## src/mwe_pkg.sv

```systemverilog
`timescale 1ns / 1ps

package mwe_pkg;

	localparam int ADDRESS_BITS = 9;
	localparam int HEADER_BITS  = ADDRESS_BITS + 3;
	localparam int DATA_BITS    = 8;
	localparam int COUNT_BITS   = 4;
	localparam int POLL_BITS    = 16;

	localparam logic [POLL_BITS-1:0] TIMEOUT_RESET = POLL_BITS'(200);

	// sequence phases
	localparam logic [2:0] PH_IDLE   = 3'd0;
	localparam logic [2:0] PH_HEADER = 3'd1;
	localparam logic [2:0] PH_DATA   = 3'd2;
	localparam logic [2:0] PH_GAP    = 3'd3;
	localparam logic [2:0] PH_POLL   = 3'd4;

	// command codes
	localparam logic [2:0] CMD_READ      = 3'd0;
	localparam logic [2:0] CMD_WRITE     = 3'd1;
	localparam logic [2:0] CMD_ERASE     = 3'd2;
	localparam logic [2:0] CMD_ERASE_ALL = 3'd3;
	localparam logic [2:0] CMD_WRITE_ALL = 3'd4;
	localparam logic [2:0] CMD_ENABLE    = 3'd5;
	localparam logic [2:0] CMD_DISABLE   = 3'd6;

	// action codes
	localparam logic ACT_START = 1'b0;
	localparam logic ACT_TICK  = 1'b1;

	localparam logic [DATA_BITS-1:0] DATA_ONES = '1;

	typedef struct packed {
		logic [2:0]              phase;
		logic [COUNT_BITS-1:0]   bit_count;
		logic                    clock_half;
		logic [HEADER_BITS-1:0]  shift_word;
		logic [2:0]              pend_cmd;
		logic [DATA_BITS-1:0]    pend_data;
		logic [POLL_BITS-1:0]    poll_count;
		logic [DATA_BITS-1:0]    captured;
		logic                    timeout_flag;
		logic                    cs;
		logic                    sck;
		logic                    sdo;
	} mwe_state_t;

	localparam mwe_state_t STATE_RESET = '{
		phase: PH_IDLE, bit_count: '0, clock_half: 1'b0, shift_word: '0,
		pend_cmd: '0, pend_data: '0, poll_count: '0, captured: '0,
		timeout_flag: 1'b0, cs: 1'b0, sck: 1'b0, sdo: 1'b0
	};

	// start bit, opcode and address as shifted out MSB first
	function automatic logic [HEADER_BITS-1:0] header_for(
		input logic [2:0] cmd,
		input logic [ADDRESS_BITS-1:0] addr
	);
		logic [HEADER_BITS-1:0] start;
		logic [HEADER_BITS-1:0] a;
		logic [HEADER_BITS-1:0] w;
		start = HEADER_BITS'(1) << (HEADER_BITS - 1);
		a = HEADER_BITS'(addr);
		case (cmd)
			CMD_READ:      w = start | (HEADER_BITS'(2) << (HEADER_BITS - 3)) | a;
			CMD_WRITE:     w = start | (HEADER_BITS'(1) << (HEADER_BITS - 3)) | a;
			CMD_ERASE:     w = start | (HEADER_BITS'(3) << (HEADER_BITS - 3)) | a;
			CMD_ERASE_ALL: w = start | (HEADER_BITS'(2) << (ADDRESS_BITS - 2));
			CMD_WRITE_ALL: w = start | (HEADER_BITS'(1) << (ADDRESS_BITS - 2));
			CMD_ENABLE:    w = start | (HEADER_BITS'(3) << (ADDRESS_BITS - 2));
			default:       w = start;
		endcase
		return w;
	endfunction

endpackage

```

## src/mwe_step.sv

```systemverilog
`timescale 1ns / 1ps

// Next state of the sequencer for one word.
module mwe_step import mwe_pkg::*; (
	input  mwe_state_t                 cur,
	input  logic [POLL_BITS-1:0]       timeout_ticks,
	input  logic                       action,
	input  logic [2:0]                 command,
	input  logic [ADDRESS_BITS-1:0]    address,
	input  logic [DATA_BITS-1:0]       write_data,
	input  logic                       serial_in,
	output mwe_state_t                 nxt,
	output logic                       done
);

	logic                   hdr;
	logic                   last_bit;
	logic [HEADER_BITS-1:0] shifted;
	logic [COUNT_BITS-1:0]  count_inc;
	logic [POLL_BITS-1:0]   poll_inc;

	assign hdr       = (cur.phase == PH_HEADER);
	assign count_inc = cur.bit_count + COUNT_BITS'(1);
	assign last_bit  = hdr ? (count_inc == COUNT_BITS'(HEADER_BITS))
	                       : (count_inc == COUNT_BITS'(DATA_BITS));
	assign shifted   = hdr ? {cur.shift_word[HEADER_BITS-2:0], serial_in}
	                       : HEADER_BITS'({cur.shift_word[DATA_BITS-2:0], serial_in});
	assign poll_inc  = cur.poll_count + POLL_BITS'(1);

	always_comb begin
		nxt  = cur;
		done = 1'b0;
		if (action == ACT_START) begin
			if (cur.phase == PH_IDLE && command <= CMD_DISABLE) begin
				nxt.pend_cmd   = command;
				nxt.pend_data  = write_data;
				nxt.shift_word = header_for(command, address);
				nxt.bit_count  = '0;
				nxt.clock_half = 1'b0;
				nxt.phase      = PH_HEADER;
				nxt.cs         = 1'b1;
				nxt.sck        = 1'b0;
				nxt.sdo        = 1'b0;
			end
		end else begin
			case (cur.phase)
				PH_HEADER, PH_DATA: begin
					if (!cur.clock_half) begin
						nxt.sdo        = hdr ? cur.shift_word[HEADER_BITS-1]
						                     : cur.shift_word[DATA_BITS-1];
						nxt.sck        = 1'b1;
						nxt.clock_half = 1'b1;
					end else begin
						nxt.sck        = 1'b0;
						nxt.clock_half = 1'b0;
						nxt.shift_word = shifted;
						nxt.bit_count  = count_inc;
						if (last_bit) begin
							nxt.bit_count = '0;
							nxt.sdo       = 1'b0;
							if (hdr) begin
								if (cur.pend_cmd == CMD_READ) begin
									nxt.shift_word = HEADER_BITS'(DATA_ONES);
									nxt.phase      = PH_DATA;
								end else if (cur.pend_cmd == CMD_WRITE ||
								             cur.pend_cmd == CMD_WRITE_ALL) begin
									nxt.shift_word = HEADER_BITS'(cur.pend_data);
									nxt.phase      = PH_DATA;
								end else begin
									nxt.phase = PH_GAP;
								end
							end else if (cur.pend_cmd == CMD_READ) begin
								nxt.captured = shifted[DATA_BITS-1:0];
								nxt.phase    = PH_IDLE;
								nxt.cs       = 1'b0;
								done         = 1'b1;
							end else begin
								nxt.phase = PH_GAP;
							end
						end
					end
				end
				PH_GAP: begin
					nxt.cs         = 1'b0;
					nxt.sck        = 1'b0;
					nxt.sdo        = 1'b0;
					nxt.poll_count = '0;
					nxt.phase      = PH_POLL;
				end
				PH_POLL: begin
					nxt.cs = 1'b1;
					if (serial_in) begin
						nxt.timeout_flag = 1'b0;
						done             = 1'b1;
					end else begin
						nxt.poll_count = poll_inc;
						if (poll_inc == timeout_ticks) begin
							nxt.timeout_flag = 1'b1;
							done             = 1'b1;
						end
					end
					if (done) begin
						nxt.phase      = PH_IDLE;
						nxt.bit_count  = '0;
						nxt.clock_half = 1'b0;
						nxt.cs         = 1'b0;
						nxt.sck        = 1'b0;
						nxt.sdo        = 1'b0;
					end
				end
				default: begin
					nxt = cur;
				end
			endcase
		end
	end

endmodule

```

## src/microwire_eeprom_command_master.sv

```systemverilog
`timescale 1ns / 1ps

// Microwire command master for a 512x8 serial EEPROM. Each input word is
// either a start (action 0: read, write, erase, erase all, write all, write
// enable or write disable; ignored while a sequence runs) or one half-bit
// tick (action 1). The block returns exactly one result word per input word,
// carrying the pin levels to drive (chip_select, serial_clock, serial_out)
// plus busy, done, the last byte read and the ready-poll timeout flag. A
// sequence sends 12 header bits MSB first (start bit, opcode, 9-bit address),
// then 8 data bits in or out as the command needs; every bit takes two ticks
// (drive and raise clock, then sample serial_in and lower clock). Non-read
// commands then spend one tick with select low and poll serial_in, one tick
// per poll, until it reads one or cfg_write_data's timeout count is reached.
// One word per clock is taken whenever the output register is empty or being
// drained in the same cycle: the next sequencer state is computed
// combinationally and the result sits in the output register. A word's
// result appears on the result side in the cycle after it is accepted.
module microwire_eeprom_command_master import mwe_pkg::*; (
	input  logic                    clk,
	input  logic                    arst_n,
	// configuration: ready poll timeout in ticks
	input  logic                    cfg_write_en,
	input  logic [POLL_BITS-1:0]    cfg_write_data,
	// input words
	input  logic                    in_valid,
	output logic                    in_ready,
	input  logic                    action,
	input  logic [2:0]              command,
	input  logic [ADDRESS_BITS-1:0] address,
	input  logic [DATA_BITS-1:0]    write_data,
	input  logic                    serial_in,
	// result words
	output logic                    out_valid,
	input  logic                    out_ready,
	output logic                    chip_select,
	output logic                    serial_clock,
	output logic                    serial_out,
	output logic                    busy_res,
	output logic                    done_res,
	output logic [DATA_BITS-1:0]    read_byte,
	output logic                    timed_out
);

	mwe_state_t           state_q;
	mwe_state_t           state_nxt;
	logic                 done_nxt;
	logic [POLL_BITS-1:0] timeout_q;
	logic                 out_valid_q;
	logic                 accept;

	// Take a word when the result register is free or empties this cycle.
	assign in_ready = !out_valid_q || out_ready;
	assign accept   = in_valid && in_ready;

	always_ff @(posedge clk or negedge arst_n) begin
		if (!arst_n) begin
			timeout_q <= TIMEOUT_RESET;
		end else if (cfg_write_en) begin
			timeout_q <= cfg_write_data;
		end
	end

	mwe_step u_step (
		.cur           (state_q),
		.timeout_ticks (timeout_q),
		.action        (action),
		.command       (command),
		.address       (address),
		.write_data    (write_data),
		.serial_in     (serial_in),
		.nxt           (state_nxt),
		.done          (done_nxt)
	);

	// Advance the sequencer only on an accepted word.
	always_ff @(posedge clk or negedge arst_n) begin
		if (!arst_n) begin
			state_q <= STATE_RESET;
		end else if (accept) begin
			state_q <= state_nxt;
		end
	end

	always_ff @(posedge clk or negedge arst_n) begin
		if (!arst_n) begin
			out_valid_q <= 1'b0;
		end else if (accept) begin
			out_valid_q <= 1'b1;
		end else if (out_ready) begin
			out_valid_q <= 1'b0;
		end
	end

	// Hold the result fields until the next accepted word replaces them.
	always_ff @(posedge clk) begin
		if (accept) begin
			chip_select  <= state_nxt.cs;
			serial_clock <= state_nxt.sck;
			serial_out   <= state_nxt.sdo;
			busy_res     <= (state_nxt.phase != PH_IDLE);
			done_res     <= done_nxt;
			read_byte    <= state_nxt.captured;
			timed_out    <= state_nxt.timeout_flag;
		end
	end

	assign out_valid = out_valid_q;

endmodule
```

## config.mk

```make
export PLATFORM = sky130hd
export DESIGN_NAME = microwire_eeprom_command_master
export DESIGN_NICKNAME = d
export VERILOG_FILES = /design/src/mwe_pkg.sv /design/src/mwe_step.sv /design/src/microwire_eeprom_command_master.sv
export SDC_FILE = /design/constraint.sdc
export NUM_CORES = 1
export LEC_CHECK = 0
export BUFFER_PORTS_ARGS = -buffer_cell sky130_fd_sc_hd__buf_4
export CORE_UTILIZATION = 45
export CTS_CLUSTER_SIZE = 28
export DETAILED_ROUTE_END_ITERATION = 8
export MAX_ROUTING_LAYER = met4
export PLACE_DENSITY_LB_ADDON = 0.25
export SETUP_SLACK_MARGIN = 0.15
export SLEW_MARGIN = 5
export SYNTH_ARGS = -nofsm -noshare
export SYNTH_HDL_FRONTEND = slang
export SYNTH_HIERARCHICAL = 1
export SYNTH_SLANG_ARGS = --single-unit
```

## constraint.sdc

```tcl
create_clock -name clk -period 4.3 [get_ports clk]
set_input_delay 0.215 -clock clk [delete_from_list [all_inputs] [get_ports clk]]
set_output_delay 0.215 -clock clk [all_outputs]
set_load 0.005 [all_outputs]
```

==> results of run 1 <==
[critical path: cells and delay by family (launching register included)]
| kind | cells | cell delay [ns] |
|---|---|---|
| AOI/OAI and AO/OA | 2 | 0.64 |
| buffers and inverters | 1 | 0.26 |
| and+or+nand+nor | 5 | 1.38 |
| muxes | 1 | 0.26 |
| DFF | 1 | 0.52 |
[synth_stat cells (4+ instances only)]
cell type and n:
a22oi_1 4, nor4_1 5, nand4_1 6, mux2i_1 10
mux2_4 59, a31o_1 6, a221oi_1 7, o21ai_0 41
xor2_1 13, nor2_1 22, inv_1 9, buf_4 4
edfxtp_1 14, a211oi_1 4, xnor2_1 12, nand2_1 38
clkbuf_1 12, a31oi_1 7, a21o_1 4, buf_6 7
nor3_1 12, buf_2 6, dfrtp_1 73, a21oi_1 25
and3_1 8, nand3_1 6, o31ai_1 4, mux2_2 34
[through the flow]
step	std cells	util, %	area [um2]	power [mW]	worst slack (ns)
finish	735	52.0	6560	3.19	1.11
global route	735	52.0	6560	3.39	0.942
CTS	735	52.0	6560	3.21	1.13
detailed placement	719	49.7	6270	2.39	1.13
global placement	719	49.7	6270	2.35	1.20
floorplan	520	-	5800	2.13	1.72
[report_power, final]
part | internal, mW | total (mW) | switching, mW
clock network | 0.448 | 0.802 | 0.354
logic | 0.600 | 1.06 | 0.457
registers | 1.06 | 1.33 | 0.267
total | 2.11 | 3.19 | 1.08
[registers in the layout, indices dropped and copies added (netlist names)]
register / flops
busy_res: 1
timed_out: 1
chip_select: 1
read_byte: 8
timeout_q: 16
done_res: 1
serial_clock: 1
serial_out: 1
out_valid: 1
state_q: 59
[layout make-up]
| cell class | count | area [um2] |
|---|---|---|
| fill | 1183 | 6060 |
| multi-input combinational | 388 | 3240 |
| sequential | 90 | 2330 |
| timing repair buffer | 60 | 450 |
| clock buffer | 9 | 225 |
| tap | 172 | 215 |
| clock inverter | 7 | 70.1 |
| inverter | 9 | 33.8 |
[layer usage]
| metal | up-vias | GRT usage (%) | share of wire, % |
|---|---|---|---|
| met5 | - | - | 0 |
| met4 | 0 | 5.71 | 0.86 |
| met3 | 8 | 5.86 | 4.0 |
| met2 | 72 | 35.8 | 51 |
| met1 | 2128 | 25.6 | 44 |
| li1 | 2001 | - | - |
[path summary, 6_finish.rpt]
path,start,slack (ns),end
worst min register to register,state_q[9],0.51,state_q[9]
max in group asynchronous,arst_n,3.65,state_q[26]
worst max register to register,state_q[57],1.11,state_q[52]
min in group clk,in_valid,0.08,out_valid
worst min-delay path,arst_n,0.03,state_q[47]
worst max-delay path,state_q[57],1.11,state_q[52]
[cells by family (layout without fill, tap and decap cells)]
kind of cell             count (synthesis)  count (layout)  share of synthesized area (%)
AND/OR/NAND/NOR                        132             132                           13.9
AO/OA/AOI/OAI                          124             124                           13.7
multiplexers                           103             103                           23.6
flip-flops                              90              90                           40.1
buffers and inverters                   42              85                           4.05
XOR/XNOR                                26              26                           4.05
adder cells (fa/ha/maj)                  3               3                          0.604
==> impl_metrics.env, run 1 <==
export IMPL_drv_slew=0
export IMPL_cts_htree_levels=3
export IMPL_io_pins=59
export IMPL_period_share_pct=74.2
export IMPL_via_per_inst=5.73
export IMPL_rsz0062_at_grt="false"
export IMPL_nNetsFinal=603
export IMPL_die_h_um=116
export IMPL_ys_flop_type="dfrtp_1"
export IMPL_fin_setup_tns_ns=0
export IMPL_hold_buffers=0
export IMPL_vias=4209
export IMPL_dp_hpwl_mm=8.56
export IMPL_dr_pass1_iters=4
export IMPL_start_util_pct=46.0
export IMPL_ys_warn_count=6
export IMPL_path_cells="nor2_1, nand2_1, a31o_2, nor2_2, buf_4, nor2_1, or2_2, a31o_1, mux2_4"
export IMPL_required_ns=4.54
export IMPL_fin_skew_ns=0.00623
export IMPL_synthesis_nets=565
export IMPL_cp_slowest_cell="dfrtp_1"
export IMPL_cp_arrival_ns=3.43
export IMPL_cts_tree="done"
export IMPL_fmax_ghz=0.313
export IMPL_p_leak_nw=2.89
export IMPL_path_class="reg2reg"
export IMPL_setup_violations=0
export IMPL_avgRoutedWirePerCell_um=17.6
export IMPL_drive_above_1_share_pct=35.0
export IMPL_cts_resized=0
export IMPL_crit_top_cell="nor2_1"
export IMPL_die_w_um=116
export IMPL_antenna_cells=0
export IMPL_drt_iter0_drc=264
export IMPL_clockBufferDepth=2
export IMPL_place_congestion=0.828
export IMPL_clk_pin_slew_ns=0.06
export IMPL_hold_slack_ns=0.0329
export IMPL_grt_usage_pct=21.5
export IMPL_syn_inst=520
export IMPL_grt_pass1_wl_mm=21.2
export IMPL_core_area_um2=12600
export IMPL_async_flop_share_pct=84.4
export IMPL_hold_path_class="in2async"
export IMPL_critPathMaxFanout=14
export IMPL_drcViolationCount=0
export IMPL_synth_top_cell_area_share_pct=31.5
export IMPL_root_buffer="clkbuf_16"
export IMPL_final_common_cell="dfrtp_1"
export IMPL_final_cell_mix="dfrtp_1 (73), buf_4 (60), mux2_4 (59)"
export IMPL_area_delta_synth_final_pct=13.1
export IMPL_wirelength_mm=13.0
export IMPL_portBuffers=58
export IMPL_postCtsSetupBuffers=0
export IMPL_synthTopCellsByArea="dfrtp_1 (31%), mux2_4 (15%), edfxtp_1 (7.2%)"
export IMPL_numCtsBuffers=9
export IMPL_ys_seq_area_share_pct=40.1
export IMPL_yosysTopAreaCell="dfrtp_1"
export IMPL_critPathMaxStageDelay_ns=0.52
export IMPL_grt_pass1_vias=4191
export IMPL_ys_ff_latch=90
export IMPL_dieArea_um2=13400
export IMPL_syn_cell_area_um2=5800
export IMPL_clock_latency_ns=0.36
export IMPL_max_cap_violations=0
export IMPL_synth_cell_types=72
export IMPL_cp_start_kind="flip-flop"
export IMPL_hold_violations=0
export IMPL_fin_crit_ns=3.19
export IMPL_grt_max_degree=77
export IMPL_grt_overflow_total=0
export IMPL_postRouteAntennaNets=0
export IMPL_synth_edf_count=14
export IMPL_p_per_area_nw_per_um2=485
export IMPL_tightest_slew_ns=1.17
export IMPL_outcome="complete, no violations"
export IMPL_syn_area_per_cell_um2=11.2
export IMPL_antenna_found_initial=0
export IMPL_ir_drop_mv=0.233
export IMPL_cts_sinks=90
export IMPL_relSlewSlack_pct=21.9
export IMPL_cp_end_kind="flip-flop"
export IMPL_reg2reg_depth=9
export IMPL_rows=41
Note: power is estimated with default switching activity, not from simulation.
==> run 2: changes to the inputs <==
--- a/config.mk
+++ b/config.mk
@@ -5,6 +5,7 @@
 export SDC_FILE = /design/constraint.sdc
 export NUM_CORES = 1
 export LEC_CHECK = 0
+export ABC_AREA = 1
 export BUFFER_PORTS_ARGS = -buffer_cell sky130_fd_sc_hd__buf_4
 export CORE_UTILIZATION = 45
 export CTS_CLUSTER_SIZE = 28
==> constraint.sdc (replaced) <==
create_clock -name clk -period 3 [get_ports clk]
set_input_delay 0.15 -clock clk [delete_from_list [all_inputs] [get_ports clk]]
set_output_delay 0.15 -clock clk [all_outputs]
set_load 0.005 [all_outputs]
==> run 2 against run 1 <==
The flow now finishes with violations (negative hold slack). First-iteration DRC count is 80% higher. Routed wire length is 10% higher. Sequential share of layout area is 0.35 points lower. Clock skew is 0.0035 ns higher. Die area is 0.28% higher. Register-to-register slack worse by 0.53 ns. Combinational power is 64% higher. Synthesized cell count is 56% higher. Critical path type unchanged. Largest cell class unchanged.
==> impl_metrics.env, run 2 <==
export IMPL_synth_edf_count=14
export IMPL_cts_htree_levels=3
export IMPL_grt_overflow_total=0
export IMPL_numCtsBuffers=9
export IMPL_r2r_end="state_q[1]"
export IMPL_ys_flop_type="dfrtp_1"
export IMPL_fin_ws_ns=0.578
export IMPL_fin_util_pct=52.5
export IMPL_nFillCells=1307
export IMPL_start_util_pct=46.1
export IMPL_postRouteAntennaNets=0
export IMPL_fin_crit_ns=2.42
export IMPL_drive_above_1_share_pct=15.0
export IMPL_r2r_slack_ns=0.58
export IMPL_dp_hpwl_mm=9.50
export IMPL_dr_pass1_iters=5
export IMPL_wirelength_mm=14.3
export IMPL_design_area_um2=6630
export IMPL_cts_sinks=90
export IMPL_ys_ff_latch=90
export IMPL_via_per_inst=5.21
export IMPL_synth_cell_types=44
export IMPL_drt_iter0_drc=475
export IMPL_antenna_found_initial=0
export IMPL_cts_tree="done"
export IMPL_syn_area_per_cell_um2=7.18
export IMPL_ys_seq_area_share_pct=40.0
export IMPL_finalPower_mw=4.83
export IMPL_syn_cell_area_um2=5820
export IMPL_critPathMaxFanout=6
export IMPL_final_cell_mix="nand2_1 (262), nand3_1 (104), inv_1 (84)"
export IMPL_p_per_area_nw_per_um2=729
export IMPL_top_register="state_q"
export IMPL_portBuffers=58
export IMPL_root_buffer="clkbuf_16"
export IMPL_cp_start_kind="flip-flop"
export IMPL_period_share_pct=80.7
export IMPL_rsz0062_at_grt="false"
export IMPL_vias=5375
export IMPL_io_pins=59
export IMPL_outcome="complete, but fails checks"
export IMPL_synth_top_cell_area_share_pct=31.4
export IMPL_nNetsFinal=899
export IMPL_reg_top3="state_q: 59 flops, timeout_q: 16 flops, read_byte: 8 flops"
export IMPL_clockBufferDepth=2
export IMPL_clock_latency_ns=0.35
export IMPL_grt_pass1_vias=4754
export IMPL_reg2reg_depth=16
export IMPL_syn_inst=810
export IMPL_avgRoutedWirePerCell_um=13.9
export IMPL_ys_warn_count=6
export IMPL_max_cap_violations=0
export IMPL_cp_end_kind="flip-flop"
export IMPL_async_flop_share_pct=84.4
export IMPL_violations="negative hold slack"
export IMPL_grt_usage_pct=23.8
export IMPL_drcViolationCount=0
export IMPL_drv_slew=0
export IMPL_cp_arrival_ns=2.65
export IMPL_synthTopCellsByArea="dfrtp_1 (31%), nand2_1 (17%), nand3_1 (8.9%)"
export IMPL_final_common_cell="nand2_1"
export IMPL_synthesis_nets=855
export IMPL_post_synth_top_count_cell="nand2_1"
export IMPL_setup_violations=0
export IMPL_r2r_start="state_q[12]"
export IMPL_grt_pass1_wl_mm=24.0
export IMPL_place_inst=1014
export IMPL_antenna_cells=0
export IMPL_die_w_um=116
export IMPL_fin_setup_tns_ns=0
export IMPL_grt_max_degree=77
export IMPL_hold_slack_ns=-0.0353
export IMPL_largest_reg_flops=59
export IMPL_dieArea_um2=13400
export IMPL_path_class="reg2reg"
export IMPL_hold_path_class="in2async"
export IMPL_synthTopCellsByCount="nand2_1 (262), nand3_1 (104), inv_1 (84)"
export IMPL_relSlewSlack_pct=35.0
export IMPL_die_h_um=116
export IMPL_fmax_ghz=0.413
export IMPL_area_delta_synth_final_pct=13.9
export IMPL_clk_pin_slew_ns=0.07
export IMPL_core_area_um2=12600
export IMPL_instances_no_fill=1031
export IMPL_postCtsSetupBuffers=0
export IMPL_ir_drop_mv=0.342
export IMPL_p_leak_nw=3.22
export IMPL_place_congestion=0.851
export IMPL_post_place_ws_ns=0.678
export IMPL_tightest_slew_ns=0.975
export IMPL_rows=41
export IMPL_yosysTopAreaCell="dfrtp_1"
export IMPL_hold_violations=62
export IMPL_required_ns=3.23
export IMPL_fin_skew_ns=0.00970
export IMPL_postPlaceCellArea_um2=6300
[run 2: routing by layer]
| metal | share of wire (%) | GRT usage [%] | up-vias |
|---|---|---|---|
| li1 | - | - | 2746 |
| met4 | 2.6 | 10.3 | 0 |
| met2 | 44 | 34.2 | 125 |
| met3 | 4.3 | 3.19 | 24 |
| met1 | 49 | 33.5 | 2480 |
| met5 | 0 | - | - |
[run 2: cell type report]
type | count | area [um2] | share of cell area, %
multi-input cells | 595 | 2930 | 44.2
flip-flops and latches | 90 | 2330 | 35.1
repair buffers | 65 | 490 | 7.40
inverters | 93 | 349 | 5.27
clock buffers | 12 | 268 | 4.04
well taps | 172 | 215 | 3.25
clock inverters | 4 | 48.8 | 0.736
[run 2: timing repair]
item	in CTS	in global routing
endpoints found under the hold margin	1	0
gates resized for setup	0	0
hold buffers	1	0
[run 2: cells by family (layout without fill, tap and decap cells)]
group | count (synthesis) | after routing | share of synthesized area, %
and+or+nand+nor | 457 | 457 | 35.7
AOI/OAI and AO/OA | 126 | 126 | 12.4
buffers and inverters | 125 | 174 | 9.68
DFF | 90 | 90 | 40.0
muxes | 8 | 8 | 1.55
adders and majority gates | 2 | 2 | 0.430
xor gates and xnor gates | 2 | 2 | 0.301
[run 2: worst max-delay path: stages, from the launching register on]
cell,delay (ns)
dfrtp_1,0.49
ha_1,0.26
nand3_1,0.18
nand2_1,0.14
nand2_1,0.09
nand2_1,0.06
nand2_1,0.05
nor2_1,0.08
nand3_1,0.11
nor2_2,0.12
nand3_2,0.12
o21bai_4,0.19
nand2_1,0.11
nand2_1,0.07
a21oi_1,0.07
nand3_1,0.08
nand2_1,0.07
[run 2: report_power, final]
group          internal [mW]  switching (mW)  total (mW)
Sequential              1.56           0.341        1.90
Clock                  0.718           0.472        1.19
Combinational          0.637            1.11        1.74
Total                   2.91            1.92        4.83
[run 2: how the worst max path moves through the flow]
stage,from,end,slack [ns],cells after the start
after floorplan,state_q[12],serial_out,1.0,14
after global placement,state_q[12],state_q[3],0.65,15
after detailed placement,state_q[12],state_q[0],0.68,16
after CTS,state_q[12],state_q[1],0.61,16
after global routing,state_q[12],state_q[1],0.30,16
final,state_q[12],state_q[1],0.58,16
